--- src/hdl/llir_pkg.sv ---
// Types, constants and helpers of the least-loaded interrupt router.
package llir_pkg;

   // Sizes
   localparam int NUM_CORES      = 16;
   localparam int NUM_IRQS       = 16;
   localparam int BALANCE_PERIOD = 10;

   localparam int COUNT_W    = 64;
   localparam int FIELD_W    = 4;
   localparam int ACTIVE_W   = 5;
   localparam int CORE_W     = (NUM_CORES > 1) ? $clog2(NUM_CORES) : 1;
   localparam int IRQ_W      = (NUM_IRQS > 1) ? $clog2(NUM_IRQS) : 1;
   localparam int ADDR_W     = CORE_W + IRQ_W;
   localparam int DEPTH      = 2 ** ADDR_W;
   localparam int CORE_CNT_W = $clog2(NUM_CORES + 1);
   localparam int CLAMP_W    = (CORE_CNT_W > ACTIVE_W) ? CORE_CNT_W : ACTIVE_W;
   localparam int RANGE_W    = (CLAMP_W > FIELD_W) ? CLAMP_W : FIELD_W;
   localparam int IRQ_CNT_W  = $clog2(NUM_IRQS + 1);
   localparam int IRANGE_W   = (IRQ_CNT_W > FIELD_W) ? IRQ_CNT_W : FIELD_W;
   localparam int BEST_EXT_W = (CORE_W > FIELD_W) ? CORE_W : FIELD_W;
   localparam int RES_W      = (BALANCE_PERIOD > 1) ? $clog2(BALANCE_PERIOD) : 1;

   localparam logic [COUNT_W-1:0] ALL_ONES = 64'hFFFF_FFFF_FFFF_FFFF;
   localparam logic [COUNT_W-1:0] NEAR_MAX = 64'hFFFF_FFFF_FFFF_FFFE;

   // Register indexes of the csr port
   localparam int CSR_IDX_W  = 2;
   localparam int CSR_DATA_W = 8;
   localparam logic [CSR_IDX_W-1:0] CSR_SYM_MODE = 2'd0;
   localparam logic [CSR_IDX_W-1:0] CSR_BAL_EN   = 2'd1;
   localparam logic [CSR_IDX_W-1:0] CSR_ACTIVE   = 2'd2;

   typedef struct packed {
      logic [FIELD_W-1:0] core_id;
      logic [FIELD_W-1:0] irq;
   } req_type;

   typedef struct packed {
      logic               eoi_to_apic;
      logic               route_valid;
      logic [FIELD_W-1:0] route_core;
      logic               counts_cleared;
   } rsp_type;

   typedef struct packed {
      logic                symmetric_io_mode;
      logic                balance_enable;
      logic [ACTIVE_W-1:0] active_cores;
   } cfg_type;

   // Counter memory access from the sequencer
   typedef struct packed {
      logic                  rd_en;
      logic [ADDR_W-1:0]     rd_addr;
      logic                  wr_en;
      logic [ADDR_W-1:0]     wr_addr;
      logic [COUNT_W-1:0]    wr_data;
      logic                  clr_en;
      logic [IRQ_W-1:0]      clr_irq;
      logic [CORE_CNT_W-1:0] clr_n;
   } mem_req_type;

   // Chosen core index masked to the route field
   function automatic logic [FIELD_W-1:0] route_of(input logic [CORE_W-1:0] best);
      logic [BEST_EXT_W-1:0] ext;
      ext = BEST_EXT_W'(best);
      return ext[FIELD_W-1:0];
   endfunction

endpackage

--- src/hdl/llir_ctrl.sv ---
// Sequencer: read-modify-write of one count, period check, minimum scan.
module llir_ctrl (
   input  logic                          clock,
   input  logic                          reset,
   input  logic                          start,
   output logic                          busy,
   input  llir_pkg::req_type             req_data,
   input  llir_pkg::cfg_type             cfg,
   output llir_pkg::mem_req_type         mem_req,
   input  logic [llir_pkg::COUNT_W-1:0]  rd_data,
   output logic                          mod_start,
   output logic [llir_pkg::COUNT_W-1:0]  mod_value,
   input  logic                          mod_done,
   input  logic                          mod_multiple,
   output logic                          rsp_valid,
   output llir_pkg::rsp_type             rsp_data
);
   import llir_pkg::*;

   localparam logic [2:0] ST_IDLE = 3'd0;
   localparam logic [2:0] ST_READ = 3'd1;
   localparam logic [2:0] ST_INC  = 3'd2;
   localparam logic [2:0] ST_MOD  = 3'd3;
   localparam logic [2:0] ST_SCAN = 3'd4;
   localparam logic [2:0] ST_LAST = 3'd5;
   localparam logic [2:0] ST_DONE = 3'd6;

   logic [2:0]            state_ff, state_in;
   logic [CORE_W-1:0]     core_ff;
   logic [IRQ_W-1:0]      irq_ff;
   logic                  eoi_ff;
   logic [CORE_W-1:0]     idx_ff, idx_in;
   logic [CORE_W-1:0]     cmp_idx_ff;
   logic                  cmp_vld_ff, cmp_vld_in;
   logic [COUNT_W-1:0]    min_ff;
   logic [CORE_W-1:0]     best_ff;
   logic                  clear_ff;
   logic                  decided_ff;
   logic                  rsp_valid_ff;
   rsp_type               rsp_ff;
   logic [CORE_CNT_W-1:0] scan_n;
   logic [COUNT_W-1:0]    count_next;
   logic                  in_range;
   logic                  accept;
   logic                  last_issue;

   assign accept = start && !busy;
   assign busy   = (state_ff != ST_IDLE);

   // Active core count clamped to the core array
   always_comb begin
      if (CLAMP_W'(cfg.active_cores) > CLAMP_W'(NUM_CORES)) begin
         scan_n = CORE_CNT_W'(NUM_CORES);
      end else begin
         scan_n = CORE_CNT_W'(cfg.active_cores);
      end
   end

   assign in_range = (RANGE_W'(req_data.core_id) < RANGE_W'(NUM_CORES))
                  && (IRANGE_W'(req_data.irq) < IRANGE_W'(NUM_IRQS));

   assign count_next = rd_data + 1'b1;
   assign last_issue = (CORE_CNT_W'(idx_ff) + CORE_CNT_W'(1)) == scan_n;

   // Next state and memory requests
   always_comb begin
      state_in   = state_ff;
      idx_in     = idx_ff;
      cmp_vld_in = 1'b0;
      mem_req    = '0;
      mem_req.rd_addr = {irq_ff, core_ff};
      mem_req.wr_addr = {irq_ff, core_ff};
      mem_req.wr_data = count_next;
      mem_req.clr_irq = irq_ff;
      mem_req.clr_n   = scan_n;
      mod_start  = 1'b0;
      mod_value  = count_next;
      case (state_ff)
         ST_IDLE: begin
            if (accept) begin
               state_in = in_range ? ST_READ : ST_DONE;
            end
         end
         ST_READ: begin
            mem_req.rd_en = 1'b1;
            state_in      = ST_INC;
         end
         ST_INC: begin
            mem_req.wr_en = 1'b1;
            if (cfg.balance_enable && count_next != '0) begin
               mod_start = 1'b1;
               state_in  = ST_MOD;
            end else begin
               state_in = ST_DONE;
            end
         end
         ST_MOD: begin
            idx_in = '0;
            if (mod_done) begin
               if (!mod_multiple || scan_n == '0) begin
                  state_in = ST_DONE;
               end else begin
                  state_in = ST_SCAN;
               end
            end
         end
         ST_SCAN: begin
            mem_req.rd_en   = 1'b1;
            mem_req.rd_addr = {irq_ff, idx_ff};
            cmp_vld_in      = 1'b1;
            if (last_issue) begin
               state_in = ST_LAST;
            end else begin
               idx_in = idx_ff + 1'b1;
            end
         end
         ST_LAST: begin
            state_in = ST_DONE;
         end
         ST_DONE: begin
            mem_req.clr_en = clear_ff;
            state_in       = ST_IDLE;
         end
         default: begin
            state_in = ST_IDLE;
         end
      endcase
   end

   // Control registers
   always_ff @(posedge clock) begin
      if (reset) begin
         state_ff     <= ST_IDLE;
         cmp_vld_ff   <= 1'b0;
         rsp_valid_ff <= 1'b0;
      end else begin
         state_ff     <= state_in;
         cmp_vld_ff   <= cmp_vld_in;
         rsp_valid_ff <= (state_ff == ST_DONE);
      end
   end

   // Request fields and scan results
   always_ff @(posedge clock) begin
      idx_ff     <= idx_in;
      cmp_idx_ff <= idx_ff;
      if (accept) begin
         core_ff    <= CORE_W'(req_data.core_id);
         irq_ff     <= IRQ_W'(req_data.irq);
         eoi_ff     <= cfg.symmetric_io_mode;
         decided_ff <= 1'b0;
         clear_ff   <= 1'b0;
         best_ff    <= '0;
      end
      if (state_ff == ST_MOD && mod_done && mod_multiple) begin
         decided_ff <= 1'b1;
         min_ff     <= ALL_ONES;
         best_ff    <= '0;
         clear_ff   <= 1'b0;
      end
      // Strict minimum keeps the first lowest core
      if (cmp_vld_ff) begin
         if (rd_data < min_ff) begin
            min_ff  <= rd_data;
            best_ff <= cmp_idx_ff;
         end else if (rd_data >= NEAR_MAX) begin
            clear_ff <= 1'b1;
         end
      end
      if (state_ff == ST_DONE) begin
         rsp_ff.eoi_to_apic    <= eoi_ff;
         rsp_ff.route_valid    <= decided_ff;
         rsp_ff.route_core     <= decided_ff ? route_of(best_ff) : '0;
         rsp_ff.counts_cleared <= decided_ff && clear_ff;
      end
   end

   assign rsp_valid = rsp_valid_ff;
   assign rsp_data  = rsp_ff;

endmodule

--- config.mk ---
export PLATFORM = sky130hd
export DESIGN_NAME = llir_ctrl
export DESIGN_NICKNAME = d
export VERILOG_FILES = /design/src/hdl/llir_pkg.sv /design/src/hdl/llir_ctrl.sv
export SDC_FILE = /design/constraint.sdc
export NUM_CORES = 1
export LEC_CHECK = 0
export BUFFER_PORTS_ARGS = -buffer_cell sky130_fd_sc_hd__buf_2
export CORE_ASPECT_RATIO = 0.6
export CORE_MARGIN = 8
export CORE_UTILIZATION = 57
export DETAILED_ROUTE_END_ITERATION = 8
export PLACE_DENSITY = 0.94
export SLEW_MARGIN = 20
export SYNTH_ARGS = -nofsm -noshare
export SYNTH_HDL_FRONTEND = slang
export SYNTH_SLANG_ARGS = --single-unit
--- constraint.sdc ---
create_clock -name clock -period 11.9 [get_ports clock]
set_clock_uncertainty 0.2 [all_clocks]
set_input_delay 2.38 -clock clock [delete_from_list [all_inputs] [get_ports clock]]
set_output_delay 2.38 -clock clock [all_outputs]
set_load 0.03 [all_outputs]
Word-level counts from Yosys, hierarchy flattened
Index checks and enable logic that the tools add are counted.
Storage, ports and cells
  bits in registers: 99
  bits in latches: 0
  RAM bits: 0
  bits in read-only memories: 0
  output and inout bits: 166
  memories: 0
Operators by class
  add/sub/neg operators: 3
  $mul: 0
  divide/modulo/power cells: 0
  magnitude comparators: 3
  equality and inequality tests: 11
  shifts and indexed selects: 0
  muxes and demuxes: 28
  bitwise operators: 0
  reduce and logical (&&, ||, !) cells: 16
Operators with widths (count)
  $mux W64: 3
  $add A64 B1 Y64 const B: 1
  $ge A64 B64 Y1 const B: 1
  $lt A64 B64 Y1: 1
  $reduce_bool A64 Y1: 1
  $mux W4: 6
  $pmux W3 S6: 1
  $mux W3: 4
  $mux W1: 11
  $eq A3 B3 Y1 const B: 3
  $ne A2 B2 Y1 const B: 4
  $pmux W4 S2: 1
  $eq A3 B2 Y1 const B: 2
  $add A4 B1 Y5 const B: 1
  $eq A5 B5 Y1: 1
  $gt A5 B5 Y1 const B: 1
  $logic_and A1 B1 Y1: 5
  $logic_not A5 Y1: 1
  $mux W5: 1
  $add A4 B1 Y4 const B: 1
  $eq A3 B1 Y1 const B: 1
  $logic_not A3 Y1: 1
  $reduce_and A3 Y1: 1
  $reduce_bool A3 Y1: 1
  6 further kinds: 7

Longest topological paths before layout
  depth after elaboration: 8
  gate-level depth with buffers: 13

Worst setup path before layout
OpenSTA, ideal clock, no wires.
  path type: input -> output
  start: in rd_data[8] (netlist bit)
  end: out mod_start
  arrival: 5716 ps
  setup slack: 3604 ps
  cell stages on the path: 11
  path through: buf_2 -> nand4_1 -> or3_1 -> or4_4 -> buf_6 -> nor4_4 -> xor2_1 -> nor2_1 -> and4b_1 -> and2_4 -> nor3_1
RTL lines
  from (decl): line llir_ctrl.sv:10  | input logic [llir_pkg::COUNT_W-1:0] rd_data,
  to (decl): line llir_ctrl.sv:11  | output logic mod_start,

Worst setup path in the final report
  start: in rd_data[1] (netlist bit)
  end: out mod_start
On the way
  word-level cells in the longest chain between the ends: 5
Ends and longest elaborated chain
  $add A64 B1 Y64: line llir_ctrl.sv:62  | assign count_next = rd_data + 1'b1;
  $reduce_bool A64 Y1: line llir_ctrl.sv:90  | if (cfg.balance_enable && count_next != '0) begin
  $logic_and A1 B1 Y1: line llir_ctrl.sv:90
  $mux W1: line llir_ctrl.sv:90
  $mux W1: line llir_ctrl.sv:78  | case (state_ff)
No other way between the ends.

==> flow_metrics.env <==
export IMPL_synth_compound_area_share_pct=11.5
export IMPL_first_pass_iters=6
export IMPL_max_freq_mhz=119
export IMPL_grt_pass1_wl_mm=42.0
export IMPL_synth_area_leader_cell="dfxtp_1"
export IMPL_crit_path_max_incr_delay_ps=680
export IMPL_synth_xor_area_share_pct=8.14
export IMPL_cts_tree="done"
export IMPL_status="complete, no violations"
export IMPL_async_flop_share_pct=0
export IMPL_synth_top_family_by_area="simple AND/OR/NAND/NOR gates"
export IMPL_vias_per_cell=6.02
export IMPL_synth_mux_area_share_pct=10.0
export IMPL_crit_chain="buf_2, ha_1, nand3_1, nor4_1, and2_0, nand4_1, a221oi_1, nand4b_1, and4b_1, and2_4, nor3_1, buf_2"
export IMPL_worstMarginPinSlew_ps=895
export IMPL_vias=8158
export IMPL_synth_edff_count=20
export IMPL_required_ps=9320
export IMPL_synth_most_common_cell="inv_1"
export IMPL_port_buffers=249
export IMPL_hold_violations=0
export IMPL_crit_top_cell="buf_2"
export IMPL_yosys_top_cells_area="dfxtp_1 (19%), ha_1 (9.8%), mux2_2 (7.5%), edfxtp_1 (7.2%), buf_4 (6.5%)"
export IMPL_power_density_nw_per_um2=151
export IMPL_relSlewSlack_pct=39.9
export IMPL_cp_max_fo=8
export IMPL_synth_cells=1012
export IMPL_syn_area_um2=8400
export IMPL_grt_setup_unrepaired="false"
export IMPL_start_kind="input pin"
export IMPL_yosys_warnings=0
export IMPL_finalMaxSlewViolations=0
export IMPL_drc_errors=0
export IMPL_setup_violations=0
export IMPL_ys_top_cells_by_count="inv_1 (95), dfxtp_1 (79), buf_4 (73), o21ai_0 (67), ha_1 (66)"
export IMPL_syn_to_final_growth_pct=13.1
export IMPL_core_um2=14500
export IMPL_slowest_stage="nor4_1"
export IMPL_finalWirelength_mm=27.1
export IMPL_irDropWorstVdd_mv=0.0866
export IMPL_postCtsHoldBufs=0
export IMPL_grt_max_degree=55
export IMPL_period_minus_slack_ps=8370
export IMPL_dpl_hpwl_mm=21.6
export IMPL_ant_nets=0
export IMPL_end_kind="output port"
export IMPL_critPathTopFamily="simple AND/OR/NAND/NOR gates"
export IMPL_avgSynthCellArea_um2=8.30
export IMPL_synth_main_ff_cell="dfxtp_1"
export IMPL_yosys_area_share_adder_pct=9.83
export IMPL_cts_resized=0
export IMPL_die_h_um=110
export IMPL_leakagePower_uw=0.00444
export IMPL_critPathBufInv=2
export IMPL_finalCritPeriodShare_pct=70.4
export IMPL_die_w_um=173
export IMPL_root_buffer="clkbuf_16"
export IMPL_postCtsSetupRepairBufs=0
export IMPL_grt_overflow=0
export IMPL_wl_per_cell_um=20.0
export IMPL_critPathKind="input pin to output port"
export IMPL_htree_levels=3
export IMPL_cts_buffers=9
export IMPL_worst_ep_arrival_time_ps=5790
export IMPL_start_util_pct=58.1
export IMPL_first_global_vias=7710
export IMPL_diodes=0
export IMPL_synth_top_area_share_pct=18.8
export IMPL_clock_path_buffers=2
export IMPL_synthSimpleGateAreaFrac_pct=21.1
export IMPL_ys_seq_area_share_pct=26.0
export IMPL_antenna_found_initial=1
export IMPL_tns_ps=0
export IMPL_syn_num_nets=1162
export IMPL_utilization_pct=65.7
export IMPL_gp_congestion=0.959
export IMPL_cts_clk_slew_worst_paths_ps=80
export IMPL_holdCritPathClass="register to register"
export IMPL_ys_seq_elements=99
export IMPL_numClockSinks=99
export IMPL_drive_above_1_share_pct=30.1
export IMPL_nets=1303
export IMPL_dieArea_um2=19000
export IMPL_grt_use_total_pct=27.4
export IMPL_clk_latency_ps=360
export IMPL_drv_cap=0
export IMPL_first_iter_violations=1026
export IMPL_num_rows=34
export IMPL_io_pins=250
export IMPL_synth_distinct_cells=68
-- worst register-to-register path: stages, from the launching register on --
cell	delay (ps)
dfxtp_1	320
inv_1	40
ha_1	290
a21o_1	190
a21o_1	170
a21oi_1	150
o21ai_0	80
a21oi_1	270
or3_1	200
a41oi_1	260
nor3b_2	290
buf_4	470
mux2_2	440
-- registers in the layout, indices dropped and copies added, names as in the netlist --
signal	count
decided_ff	1
rsp_valid	1
best_ff	4
eoi_ff	1
irq_ff	4
cmp_vld_ff	1
cmp_idx_ff	4
clear_ff	1
core_ff	4
min_ff	64
state_ff	3
rsp_data	7
idx_ff	4
-- final timing paths --
check | from | end | slack (ps) | depth (start not counted)
setup / recovery | rd_data[1] | mod_start | 3530 | 12
setup reg to reg | min_ff[9] | min_ff[43] | 8420 | 12
hold reg to reg | cmp_idx_ff[0] | best_ff[0] | 230 | 2
hold / removal | cmp_idx_ff[0] | best_ff[0] | 230 | 2
-- power breakdown --
part / switching, uW / internal (uW)
registers: 39.6 / 453
clock network: 161 / 152
logic: 370 / 260
-- metrics by stage --
step                instances  setup WS (ps)  power [uW]  hold slack [ps]  instance area, um^2
finish                   1356           3530        1430              231                 9500
global route             1356           3420        1530              249                 9500
CTS                      1356           3730        1430              237                 9490
detailed placement       1340           3740        1120              212                 9180
global placement         1340           3900        1080              203                 9180
floorplan                1012           3600         969              192                 8400
-- cell families (layout without fill, tap and decap cells) --
| kind of cell | Yosys count | in the layout |
|---|---|---|
| xor+xnor | 78 | 78 |
| compound gates | 152 | 152 |
| buf+inv | 221 | 367 |
| simple gates | 319 | 319 |
| flops | 99 | 99 |
| fa+ha+maj | 66 | 66 |
| mux | 77 | 77 |
-- cell usage in the layout (no fill, tap or decap), drive strengths merged, types with 29 or more instances in the layout --
master | netlist | layout
nand3 | 36 | 36
nor2 | 57 | 57
buf | 87 | 256
o21ai | 67 | 67
nand2 | 52 | 52
inv | 95 | 98
dfxtp | 79 | 79
xnor2 | 44 | 44
xor2 | 34 | 34
ha | 66 | 66
nand4 | 41 | 41
mux2 | 56 | 56
nor3 | 29 | 29
-- layout make-up --
class | instances | area (um^2)
multi-input combinational | 692 | 5090
fill | 1257 | 4970
sequential | 99 | 2180
timing repair buffer | 256 | 1300
inverter | 95 | 357
tap | 198 | 248
clock buffer | 9 | 225
clock inverter | 7 | 91.3
-- metal layers --
metal  GRT usage, %  routed length, um
met1           36.1              11500
met4           6.86                543
met5              0                 10
met3           8.13               3180
met2           43.9              11900
Note: power is estimated with default switching activity, not from simulation.
