==> src/hdl/llir_pkg.sv <==
// Types, constants and helpers of the least-loaded interrupt router.
package llir_pkg;

   // Sizes
   localparam int NUM_CORES      = 16;
   localparam int NUM_IRQS       = 16;
   localparam int BALANCE_PERIOD = 10;

   localparam int COUNT_W    = 64;
   localparam int FIELD_W    = 4;
   localparam int ACTIVE_W   = 5;
   localparam int CORE_W     = (NUM_CORES > 1) ? $clog2(NUM_CORES) : 1;
   localparam int IRQ_W      = (NUM_IRQS > 1) ? $clog2(NUM_IRQS) : 1;
   localparam int ADDR_W     = CORE_W + IRQ_W;
   localparam int DEPTH      = 2 ** ADDR_W;
   localparam int CORE_CNT_W = $clog2(NUM_CORES + 1);
   localparam int CLAMP_W    = (CORE_CNT_W > ACTIVE_W) ? CORE_CNT_W : ACTIVE_W;
   localparam int RANGE_W    = (CLAMP_W > FIELD_W) ? CLAMP_W : FIELD_W;
   localparam int IRQ_CNT_W  = $clog2(NUM_IRQS + 1);
   localparam int IRANGE_W   = (IRQ_CNT_W > FIELD_W) ? IRQ_CNT_W : FIELD_W;
   localparam int BEST_EXT_W = (CORE_W > FIELD_W) ? CORE_W : FIELD_W;
   localparam int RES_W      = (BALANCE_PERIOD > 1) ? $clog2(BALANCE_PERIOD) : 1;

   localparam logic [COUNT_W-1:0] ALL_ONES = 64'hFFFF_FFFF_FFFF_FFFF;
   localparam logic [COUNT_W-1:0] NEAR_MAX = 64'hFFFF_FFFF_FFFF_FFFE;

   // Register indexes of the csr port
   localparam int CSR_IDX_W  = 2;
   localparam int CSR_DATA_W = 8;
   localparam logic [CSR_IDX_W-1:0] CSR_SYM_MODE = 2'd0;
   localparam logic [CSR_IDX_W-1:0] CSR_BAL_EN   = 2'd1;
   localparam logic [CSR_IDX_W-1:0] CSR_ACTIVE   = 2'd2;

   typedef struct packed {
      logic [FIELD_W-1:0] core_id;
      logic [FIELD_W-1:0] irq;
   } req_type;

   typedef struct packed {
      logic               eoi_to_apic;
      logic               route_valid;
      logic [FIELD_W-1:0] route_core;
      logic               counts_cleared;
   } rsp_type;

   typedef struct packed {
      logic                symmetric_io_mode;
      logic                balance_enable;
      logic [ACTIVE_W-1:0] active_cores;
   } cfg_type;

   // Counter memory access from the sequencer
   typedef struct packed {
      logic                  rd_en;
      logic [ADDR_W-1:0]     rd_addr;
      logic                  wr_en;
      logic [ADDR_W-1:0]     wr_addr;
      logic [COUNT_W-1:0]    wr_data;
      logic                  clr_en;
      logic [IRQ_W-1:0]      clr_irq;
      logic [CORE_CNT_W-1:0] clr_n;
   } mem_req_type;

   // Chosen core index masked to the route field
   function automatic logic [FIELD_W-1:0] route_of(input logic [CORE_W-1:0] best);
      logic [BEST_EXT_W-1:0] ext;
      ext = BEST_EXT_W'(best);
      return ext[FIELD_W-1:0];
   endfunction

endpackage

==> src/hdl/llir_mod_unit.sv <==
// Residue of a count by the balance period, one 16-bit chunk at a time, MSB first.
module llir_mod_unit (
   input  logic                         clock,
   input  logic                         reset,
   input  logic                         start,
   input  logic [llir_pkg::COUNT_W-1:0] value,
   output logic                         done,
   output logic                         multiple
);
   import llir_pkg::*;

   localparam int CHUNK_W = 16;
   localparam int CHUNKS  = COUNT_W / CHUNK_W;
   localparam int STEP_W  = $clog2(CHUNKS);
   localparam int X_W     = RES_W + CHUNK_W;
   localparam int SHIFT   = (BALANCE_PERIOD > 1) ? 32 + $clog2(BALANCE_PERIOD) : 32;
   localparam int RECIP_W = 34;
   localparam int PROD_W  = X_W + RECIP_W;
   localparam logic [63:0] RECIP_WIDE =
      ((64'd1 << SHIFT) + 64'(BALANCE_PERIOD) - 64'd1) / 64'(BALANCE_PERIOD);
   localparam logic [RECIP_W-1:0] RECIP  = RECIP_WIDE[RECIP_W-1:0];
   localparam logic [X_W-1:0]     PERIOD = X_W'(BALANCE_PERIOD);

   logic               run_ff;
   logic               phase_ff;
   logic [STEP_W-1:0]  step_ff;
   logic [COUNT_W-1:0] shift_ff;
   logic [RES_W-1:0]   res_ff;
   logic [RES_W-1:0]   res_in;
   logic [X_W-1:0]     x_ff;
   logic [X_W-1:0]     x_in;
   logic [X_W-1:0]     q_ff;
   logic [X_W-1:0]     q_in;
   logic [PROD_W-1:0]  prod;
   logic [X_W-1:0]     qp;
   logic [X_W-1:0]     diff;
   logic               done_ff;
   logic               mult_ff;

   // Partial value is the running residue followed by the next chunk, MSB first;
   // its quotient comes from a multiply by the rounded-up reciprocal
   always_comb begin
      x_in = {res_ff, shift_ff[COUNT_W-1 -: CHUNK_W]};
      prod = PROD_W'(x_in) * PROD_W'(RECIP);
      q_in = X_W'(prod >> SHIFT);
   end

   // Remainder of the registered partial value
   always_comb begin
      qp     = q_ff * PERIOD;
      diff   = x_ff - qp;
      res_in = diff[RES_W-1:0];
   end

   always_ff @(posedge clock) begin
      if (reset) begin
         run_ff  <= 1'b0;
         done_ff <= 1'b0;
      end else begin
         done_ff <= 1'b0;
         if (start) begin
            run_ff <= 1'b1;
         end else if (run_ff && phase_ff && step_ff == STEP_W'(CHUNKS - 1)) begin
            run_ff  <= 1'b0;
            done_ff <= 1'b1;
         end
      end
   end

   // Quotient cycle, then remainder cycle, for each chunk
   always_ff @(posedge clock) begin
      if (start) begin
         shift_ff <= value;
         res_ff   <= '0;
         step_ff  <= '0;
         phase_ff <= 1'b0;
      end else if (run_ff) begin
         if (!phase_ff) begin
            x_ff     <= x_in;
            q_ff     <= q_in;
            phase_ff <= 1'b1;
         end else begin
            res_ff   <= res_in;
            shift_ff <= {shift_ff[COUNT_W-CHUNK_W-1:0], CHUNK_W'(0)};
            step_ff  <= step_ff + 1'b1;
            phase_ff <= 1'b0;
            mult_ff  <= (res_in == '0);
         end
      end
   end

   assign done     = done_ff;
   assign multiple = mult_ff;

endmodule

==> config.mk <==
export PLATFORM = sky130hd
export DESIGN_NAME = llir_mod_unit
export DESIGN_NICKNAME = d
export VERILOG_FILES = /design/src/hdl/llir_pkg.sv /design/src/hdl/llir_mod_unit.sv
export SDC_FILE = /design/constraint.sdc
export NUM_CORES = 1
export LEC_CHECK = 0
export ABC_CLOCK_PERIOD_IN_PS = 5950
export BUFFER_PORTS_ARGS = -buffer_cell sky130_fd_sc_hd__buf_2
export CORE_MARGIN = 2
export CORE_UTILIZATION = 45
export DETAILED_ROUTE_END_ITERATION = 8
export PLACE_DENSITY = 0.62
export SYNTH_ARGS = -nofsm -noshare
export SYNTH_HDL_FRONTEND = slang
export SYNTH_SLANG_ARGS = --single-unit
==> constraint.sdc <==
create_clock -name clock -period 5.95 [get_ports clock]
set_input_delay 0.2975 -clock clock [delete_from_list [all_inputs] [get_ports clock]]
set_output_delay 0.2975 -clock clock [all_outputs]
set_load 0.01 [all_outputs]
# == After elaboration in Yosys (flattened, before gate mapping) ==
# Cells that the tools add are included.
# totals
word_cells,34
inputBits,67
ff_bits,95
out_inout_bits,2
# op_classes
muxes,7
reduce_logical,11
n_mul,2
n_bitwise,2
n_addsub,2
eq_ne,1
# op_table
cell,n
$mux W64,3
$mul A20 B32 Y52 const B,1
$mul A17 B3 Y3 const B,1
$reduce_and A3 Y1,2
$reduce_bool A2 Y1,3
$logic_not A4 Y1,1
$mux W1,4
$reduce_and A2 Y1,2
$sub A4 B4 Y4,1
$add A2 B1 Y2 const B,1
$eq A2 B2 Y1 const B,1
$logic_and A1 B1 Y1,2
$not A1 Y1,2
$reduce_or A2 Y1,1

# == Depth between registers and ports, before layout ==
# Gate-level depths: netlist of the first run.
# logic_depth
depth_word,4
depth_mapped,22
mapped_depth_nobuf,22

# == Worst setup path before layout of the first run ==
# Ideal clock, no wire load.
# synth_path
path_type,register to register
startpoint,register shift_ff[60]
endpoint,"register q_ff[0], data pin"
stages_incl_launch_ff,21
t_arrival_ps,5564
t_required_ps,5690
n_path_buf,0
synth_period_minus_slack_ps,5824
setup_slack_ps,126
setup_time_ps,260
cell_sequence,edfxtp_1 -> inv_1 -> ha_1 -> inv_1 -> fa_1 -> inv_1 -> fa_1 -> fa_1 -> inv_1 -> fa_1 -> fa_1 -> inv_1 -> fa_1 -> inv_1 -> ha_1 -> and3_1 -> nand4_2 -> or3_1 -> o211a_1 -> o31ai_2 -> xnor2_1
# synth_between
elab_chain_cells,1
# synth_lines
item,line,text
start: declaration,llir_mod_unit.sv:27,logic [COUNT_W-1:0] shift_ff;
start signal: assignment,llir_mod_unit.sv:73,shift_ff <= value;
start signal: assignment,llir_mod_unit.sv:84,"shift_ff <= {shift_ff[COUNT_W-CHUNK_W-1:0], CHUNK_W'(0)};"
$mul A20 B32 Y52,llir_mod_unit.sv:44,prod = PROD_W'(x_in) * PROD_W'(RECIP);
net prod[36],llir_mod_unit.sv:34,logic [PROD_W-1:0] prod;
end signal: assignment,llir_mod_unit.sv:80,q_ff <= q_in;
end: declaration,llir_mod_unit.sv:32,logic [X_W-1:0] q_ff;
# The timed path passes the listed nets, and every way through them passes these cells.
# A chain may end at the register's enable or synchronous reset.

# == Worst setup path after layout of the first run ==
# layout_path
startpoint,register shift_ff[52]
endpoint,"register q_ff[2], data pin"
# Same word-level chain as after synthesis.

==> results of run 1 <==
[cell type report]
cell class                      count  area, um2
Fill cell                        1501       7980
Multi-Input combinational cell    399       5140
Sequential cell                    81       2340
Inverter                          188        706
Timing Repair Buffer              104        611
Tap cell                          225        282
Clock buffer                        9        225
Clock inverter                      7       65.1
Antenna cell                        1       2.50
[timing repair]
action                     in CTS  in global routing
buffers inserted                3                 14
resized for setup               5                 32
pin swaps                       3                 33
setup endpoints to repair       2                  3
[through the flow]
step / util [%] / worst slack [ns]
finish: 54.0 / 0.119
global route: 54.0 / -0.0671
CTS: 52.4 / 0.0230
detailed placement: 50.6 / -0.0639
global placement: 50.6 / 0.0685
floorplan: - / 0.126
[cells in the final DEF (no fill, tap or decap), drive strengths merged, types with 6 or more instances in the layout]
| master | n |
|---|---|
| mux2 | 48 |
| inv | 193 |
| ha | 125 |
| edfxtp | 72 |
| buf | 104 |
| nor2 | 8 |
| a21oi | 12 |
| nand2 | 13 |
| and2 | 17 |
| nor3 | 6 |
| dfxtp | 9 |
| fa | 103 |
| xnor2 | 11 |
| clkbuf | 9 |
[cells by family after synthesis]
logic type / after synthesis / share of synthesized area [%]
simple gates: 67 / 4.59
fa+ha+maj: 228 / 45.1
mux: 48 / 6.72
flops: 81 / 29.1
compound gates: 43 / 3.81
buf+inv: 196 / 9.15
xor+xnor: 13 / 1.51
[state kept, by name, indices dropped and copies added (netlist names)]
register and count:
res_ff 4, shift_ff 64, phase_ff 1, q_ff 3, step_ff 2, run_ff 1
done 1, multiple 1, x_ff 4
[worst paths after layout]
path	slack, ns	to	depth (start not counted)
setup reg to reg	0.12	q_ff[2]$_DFFE_PP_	19
setup / recovery	0.12	q_ff[2]$_DFFE_PP_	19
hold / removal	0.13	run_ff$_SDFFE_PP0P_	2
hold reg to reg	0.49	step_ff[1]$_SDFFE_PP0P_	1
[layer usage]
metal  wire length [um]  share of wire, %  GRT usage, %  vias to the layer above
met5                  0                 0             0                        -
met4                323               2.0          4.41                        0
met3                664               4.1          4.01                       23
met2               8160                51          30.7                       82
met1               6950                43          22.6                     2454
li1                   -                 -             -                     2409
==> results.sh, run 1 <==
export IMPL_die_w_um=138
export IMPL_period_needed_ns=5.83
export IMPL_slew_violations=0
export IMPL_ys_async_sr_fraction_pct=0
export IMPL_path_cells="ha_1, inv_2, fa_2, fa_1, inv_2, fa_2, inv_2, fa_1, fa_1, inv_1, fa_1, inv_2, ha_4, and3_4, nand4_4, or3_1, o211a_1, and2_4, a2111oi_4"
export IMPL_drt_iter0_markers=170
export IMPL_end_kind="register"
export IMPL_outcome="completed"
export IMPL_clk_pin_slew_ns=0.07
export IMPL_crit_slowest_cell="fa_2"
export IMPL_relSlewSlack_pct=40.3
export IMPL_rsz0062_at_grt="true"
export IMPL_htreeDepth=3
export IMPL_fin_crit_sh_pct=98.0
export IMPL_drc=0
export IMPL_crit_start="shift_ff[52]$_DFFE_PP_"
export IMPL_ys_seq_elements=81
export IMPL_cts_made_buffers=9
export IMPL_worst_pin_slew_ns=0.892
export IMPL_cts_tree="done"
export IMPL_hp_class="primary input to register"
export IMPL_post_synth_top_area_cell="edfxtp_1"
export IMPL_arrival_ns=5.99
export IMPL_grt_use_total_pct=17.8
export IMPL_routed_wl_um=16100
export IMPL_fp_coreArea_um2=17400
export IMPL_critPathKind="register to register"
export IMPL_synth_seq_area_share_pct=29.1
export IMPL_yosysMostFrequentCell="inv_1"
export IMPL_hold_path_startpoint="reset"
export IMPL_grt_pass1_vias=5288
export IMPL_area_growth_pct=16.6
export IMPL_clock_skew_ns=0.0132
export IMPL_fin_cells=1014
export IMPL_clock_path_buffers=2
export IMPL_place_congestion=0.934
export IMPL_initial_core_util_pct=46.3
export IMPL_maxCapViolations=0
export IMPL_synth_edff_count=72
export IMPL_syn_nets=971
export IMPL_routedWlPerCell_um=15.9
export IMPL_antenna_found_initial=1
export IMPL_hold_violations=0
export IMPL_dp_hpwl_um=13400
export IMPL_ys_top_cells_by_area="edfxtp_1 27%, fa_1 26%, ha_1 19%, inv_1 8.8%, mux2_2 6.7%"
export IMPL_ys_flop_type="edfxtp_1"
export IMPL_placed_area_um2=8780
export IMPL_synth_common_cells="188 x inv_1, 125 x ha_1, 103 x fa_1"
export IMPL_synth_top_area_share_pct=26.9
export IMPL_cp_top_family="adder cells"
export IMPL_hold_ws_ns=0.126
export IMPL_via_per_inst=4.90
export IMPL_setup_viol=0
export IMPL_io_pins=69
export IMPL_synth_area_um2=8040
export IMPL_max_stage_delay_ns=0.62
export IMPL_dp_cells=980
export IMPL_final_cell_area_um2=9380
export IMPL_vias=4968
export IMPL_root_buffer="clkbuf_16"
export IMPL_final_antenna_net_count=0
export IMPL_cts_sinks=81
export IMPL_holdBufCountCts=0
export IMPL_port_buffers=68
export IMPL_die_h_um=138
export IMPL_die_area_um2=19000
export IMPL_layout_nets=1078
export IMPL_overflow=0
export IMPL_grt_start_max_net_pins=70
export IMPL_max_freq_mhz=171
export IMPL_critPathRequiredTime_ns=6.11
export IMPL_critPathLaunchType="register"
export IMPL_grt_pass1_wl_um=25300
export IMPL_rr_startpoint="shift_ff[52]$_DFFE_PP_"
export IMPL_clk_latency_ns=0.34
export IMPL_yosys_warnings=0
export IMPL_tns_ns=0
export IMPL_ys_types=46
export IMPL_rows=48
export IMPL_crit_buf_inv=5
export IMPL_syn_avg_cell_area_um2=11.9
export IMPL_drive_above_1_share_pct=26.8
export IMPL_firstDrtPassIters=4
export IMPL_syn_inst=676
export IMPL_crit_fanout=3
Power of run 1 is left out: the tool's default activity adds up to more than one toggle a clock period on the data nets, which glitch-free logic cannot reach.
==> run 2, diff against run 1 <==
--- a/config.mk
+++ b/config.mk
@@ -7,10 +7,12 @@
 export LEC_CHECK = 0
 export ABC_CLOCK_PERIOD_IN_PS = 5950
 export BUFFER_PORTS_ARGS = -buffer_cell sky130_fd_sc_hd__buf_2
+export CELL_PAD_IN_SITES_DETAIL_PLACEMENT = 1
+export CELL_PAD_IN_SITES_GLOBAL_PLACEMENT = 2
 export CORE_MARGIN = 2
-export CORE_UTILIZATION = 45
+export CORE_UTILIZATION = 38
 export DETAILED_ROUTE_END_ITERATION = 8
-export PLACE_DENSITY = 0.62
+export PLACE_DENSITY = 0.75
 export SYNTH_ARGS = -nofsm -noshare
 export SYNTH_HDL_FRONTEND = slang
 export SYNTH_SLANG_ARGS = --single-unit
==> results.sh, run 2 (same netlist as run 1, synthesis figures left out) <==
export IMPL_routedWlPerCell_um=17.0
export IMPL_clock_skew_ns=0.0173
export IMPL_largest_reg_flops=64
export IMPL_rsz0062_at_grt="true"
export IMPL_grt_pass1_wl_um=29100
export IMPL_outcome="completed"
export IMPL_layout_nets=1082
export IMPL_routed_wl_um=18100
export IMPL_grt_use_total_pct=17.0
export IMPL_antenna_found_initial=2
export IMPL_fp_coreArea_um2=20900
export IMPL_critPathLaunchType="register"
export IMPL_root_buffer="clkbuf_16"
export IMPL_rrSetupSlack_ns=0.11
export IMPL_io_pins=69
export IMPL_cts_tree="done"
export IMPL_dp_hpwl_um=15200
export IMPL_drive_above_1_share_pct=26.4
export IMPL_grt_pass1_vias=5743
export IMPL_htreeDepth=3
export IMPL_initial_core_util_pct=38.5
export IMPL_maxCapViolations=0
export IMPL_fin_cells=1068
export IMPL_end_kind="register"
export IMPL_die_w_um=149
export IMPL_rows=53
export IMPL_place_congestion=0.826
export IMPL_fin_crit_sh_pct=98.2
export IMPL_cts_sinks=81
export IMPL_area_growth_pct=17.0
export IMPL_hp_class="primary input to register"
export IMPL_vias=5069
export IMPL_regMostFlops="shift_ff"
export IMPL_grt_start_max_net_pins=70
export IMPL_drc=0
export IMPL_drt_iter0_markers=148
export IMPL_holdBufCountCts=0
export IMPL_cts_made_buffers=9
export IMPL_port_buffers=68
export IMPL_via_per_inst=4.75
export IMPL_firstDrtPassIters=4
export IMPL_setup_viol=0
export IMPL_largest_registers="shift_ff x64, res_ff x4, x_ff x4"
export IMPL_arrival_ns=5.95
export IMPL_max_freq_mhz=171
export IMPL_die_area_um2=22300
export IMPL_clk_pin_slew_ns=0.07
export IMPL_relSlewSlack_pct=41.2
export IMPL_die_h_um=149
export IMPL_overflow=0
export IMPL_final_antenna_net_count=0
export IMPL_critPathKind="register to register"
export IMPL_crit_fanout=3
export IMPL_hold_violations=0
export IMPL_period_needed_ns=5.84
export IMPL_clk_latency_ns=0.35
export IMPL_clock_path_buffers=2
export IMPL_dp_cells=1037
export IMPL_critPathRequiredTime_ns=6.05
export IMPL_final_common_cell="inv_1"
export IMPL_worst_pin_slew_ns=0.878
export IMPL_final_cell_mix="178 x inv_1, 120 x ha_1, 96 x fa_1, 72 x edfxtp_1, 68 x buf_2"
export IMPL_slew_violations=0
[run 2: through the flow]
stage / util, % / TNS, ns / setup WS [ns] / area, um2 / hold WS, ns
2_1_floorplan: - / 0 / 0.126 / 8040 / 0.370
3_3_place_gp: 42.6 / 0 / 0.0535 / 8900 / 0.462
3_5_place_dp: 42.6 / -0.301 / -0.134 / 8900 / 0.479
4_1_cts: 44.2 / 0 / 0.00615 / 9240 / 0.113
5_1_grt: 45.1 / -0.269 / -0.127 / 9410 / 0.124
6_report: 45.1 / 0 / 0.106 / 9410 / 0.121
[run 2: layer usage]
metal / track usage (%) / vias up / part of all wire [%]
met4: 3.67 / 2 / 1.4
met2: 29.7 / 57 / 53
met5: 0 / - / 0.072
met3: 2.77 / 17 / 2.7
met1: 22.1 / 2577 / 43
li1: - / 2416 / -
[run 2: path summary, 6_finish.rpt]
path / start / endpoint / cells after the start
setup / recovery: shift_ff[61]$_DFFE_PP_ / q_ff[0]$_DFFE_PP_ / 19
hold / removal: reset / run_ff$_SDFFE_PP0P_ / 2
setup reg to reg: shift_ff[61]$_DFFE_PP_ / q_ff[0]$_DFFE_PP_ / 19
hold reg to reg: step_ff[1]$_SDFFE_PP0P_ / step_ff[1]$_SDFFE_PP0P_ / 1
[run 2: final cells by class]
type                    count  area (um2)
clock buffers               9         225
fillers                  2324       11500
repair buffers            108         641
well taps                 275         344
clock inverters             7        66.3
diodes                      1        2.50
multi-input cells         399        5080
inverters                 188         706
flip-flops and latches     81        2340
[run 2: timing repair]
item / CTS / global route
setup endpoints to repair: 3 / 3
setup buffers: 5 / 9
gates resized for setup: 4 / 26
pin swaps: 3 / 26
[run 2: critical path: stages (launching register included)]
cell and delay, ns:
edfxtp_1 0.40, ha_1 0.32, inv_2 0.05, fa_1 0.56, inv_2 0.06, fa_1 0.51
fa_1 0.60, inv_2 0.05, fa_1 0.49, fa_1 0.50, inv_1 0.06, fa_1 0.51
inv_2 0.05, ha_4 0.26, and3_4 0.19, nand4_4 0.08, or3_1 0.32, o211a_1 0.26
o31ai_2 0.23, xnor2_1 0.10
Power of run 2 is left out for the same reason.
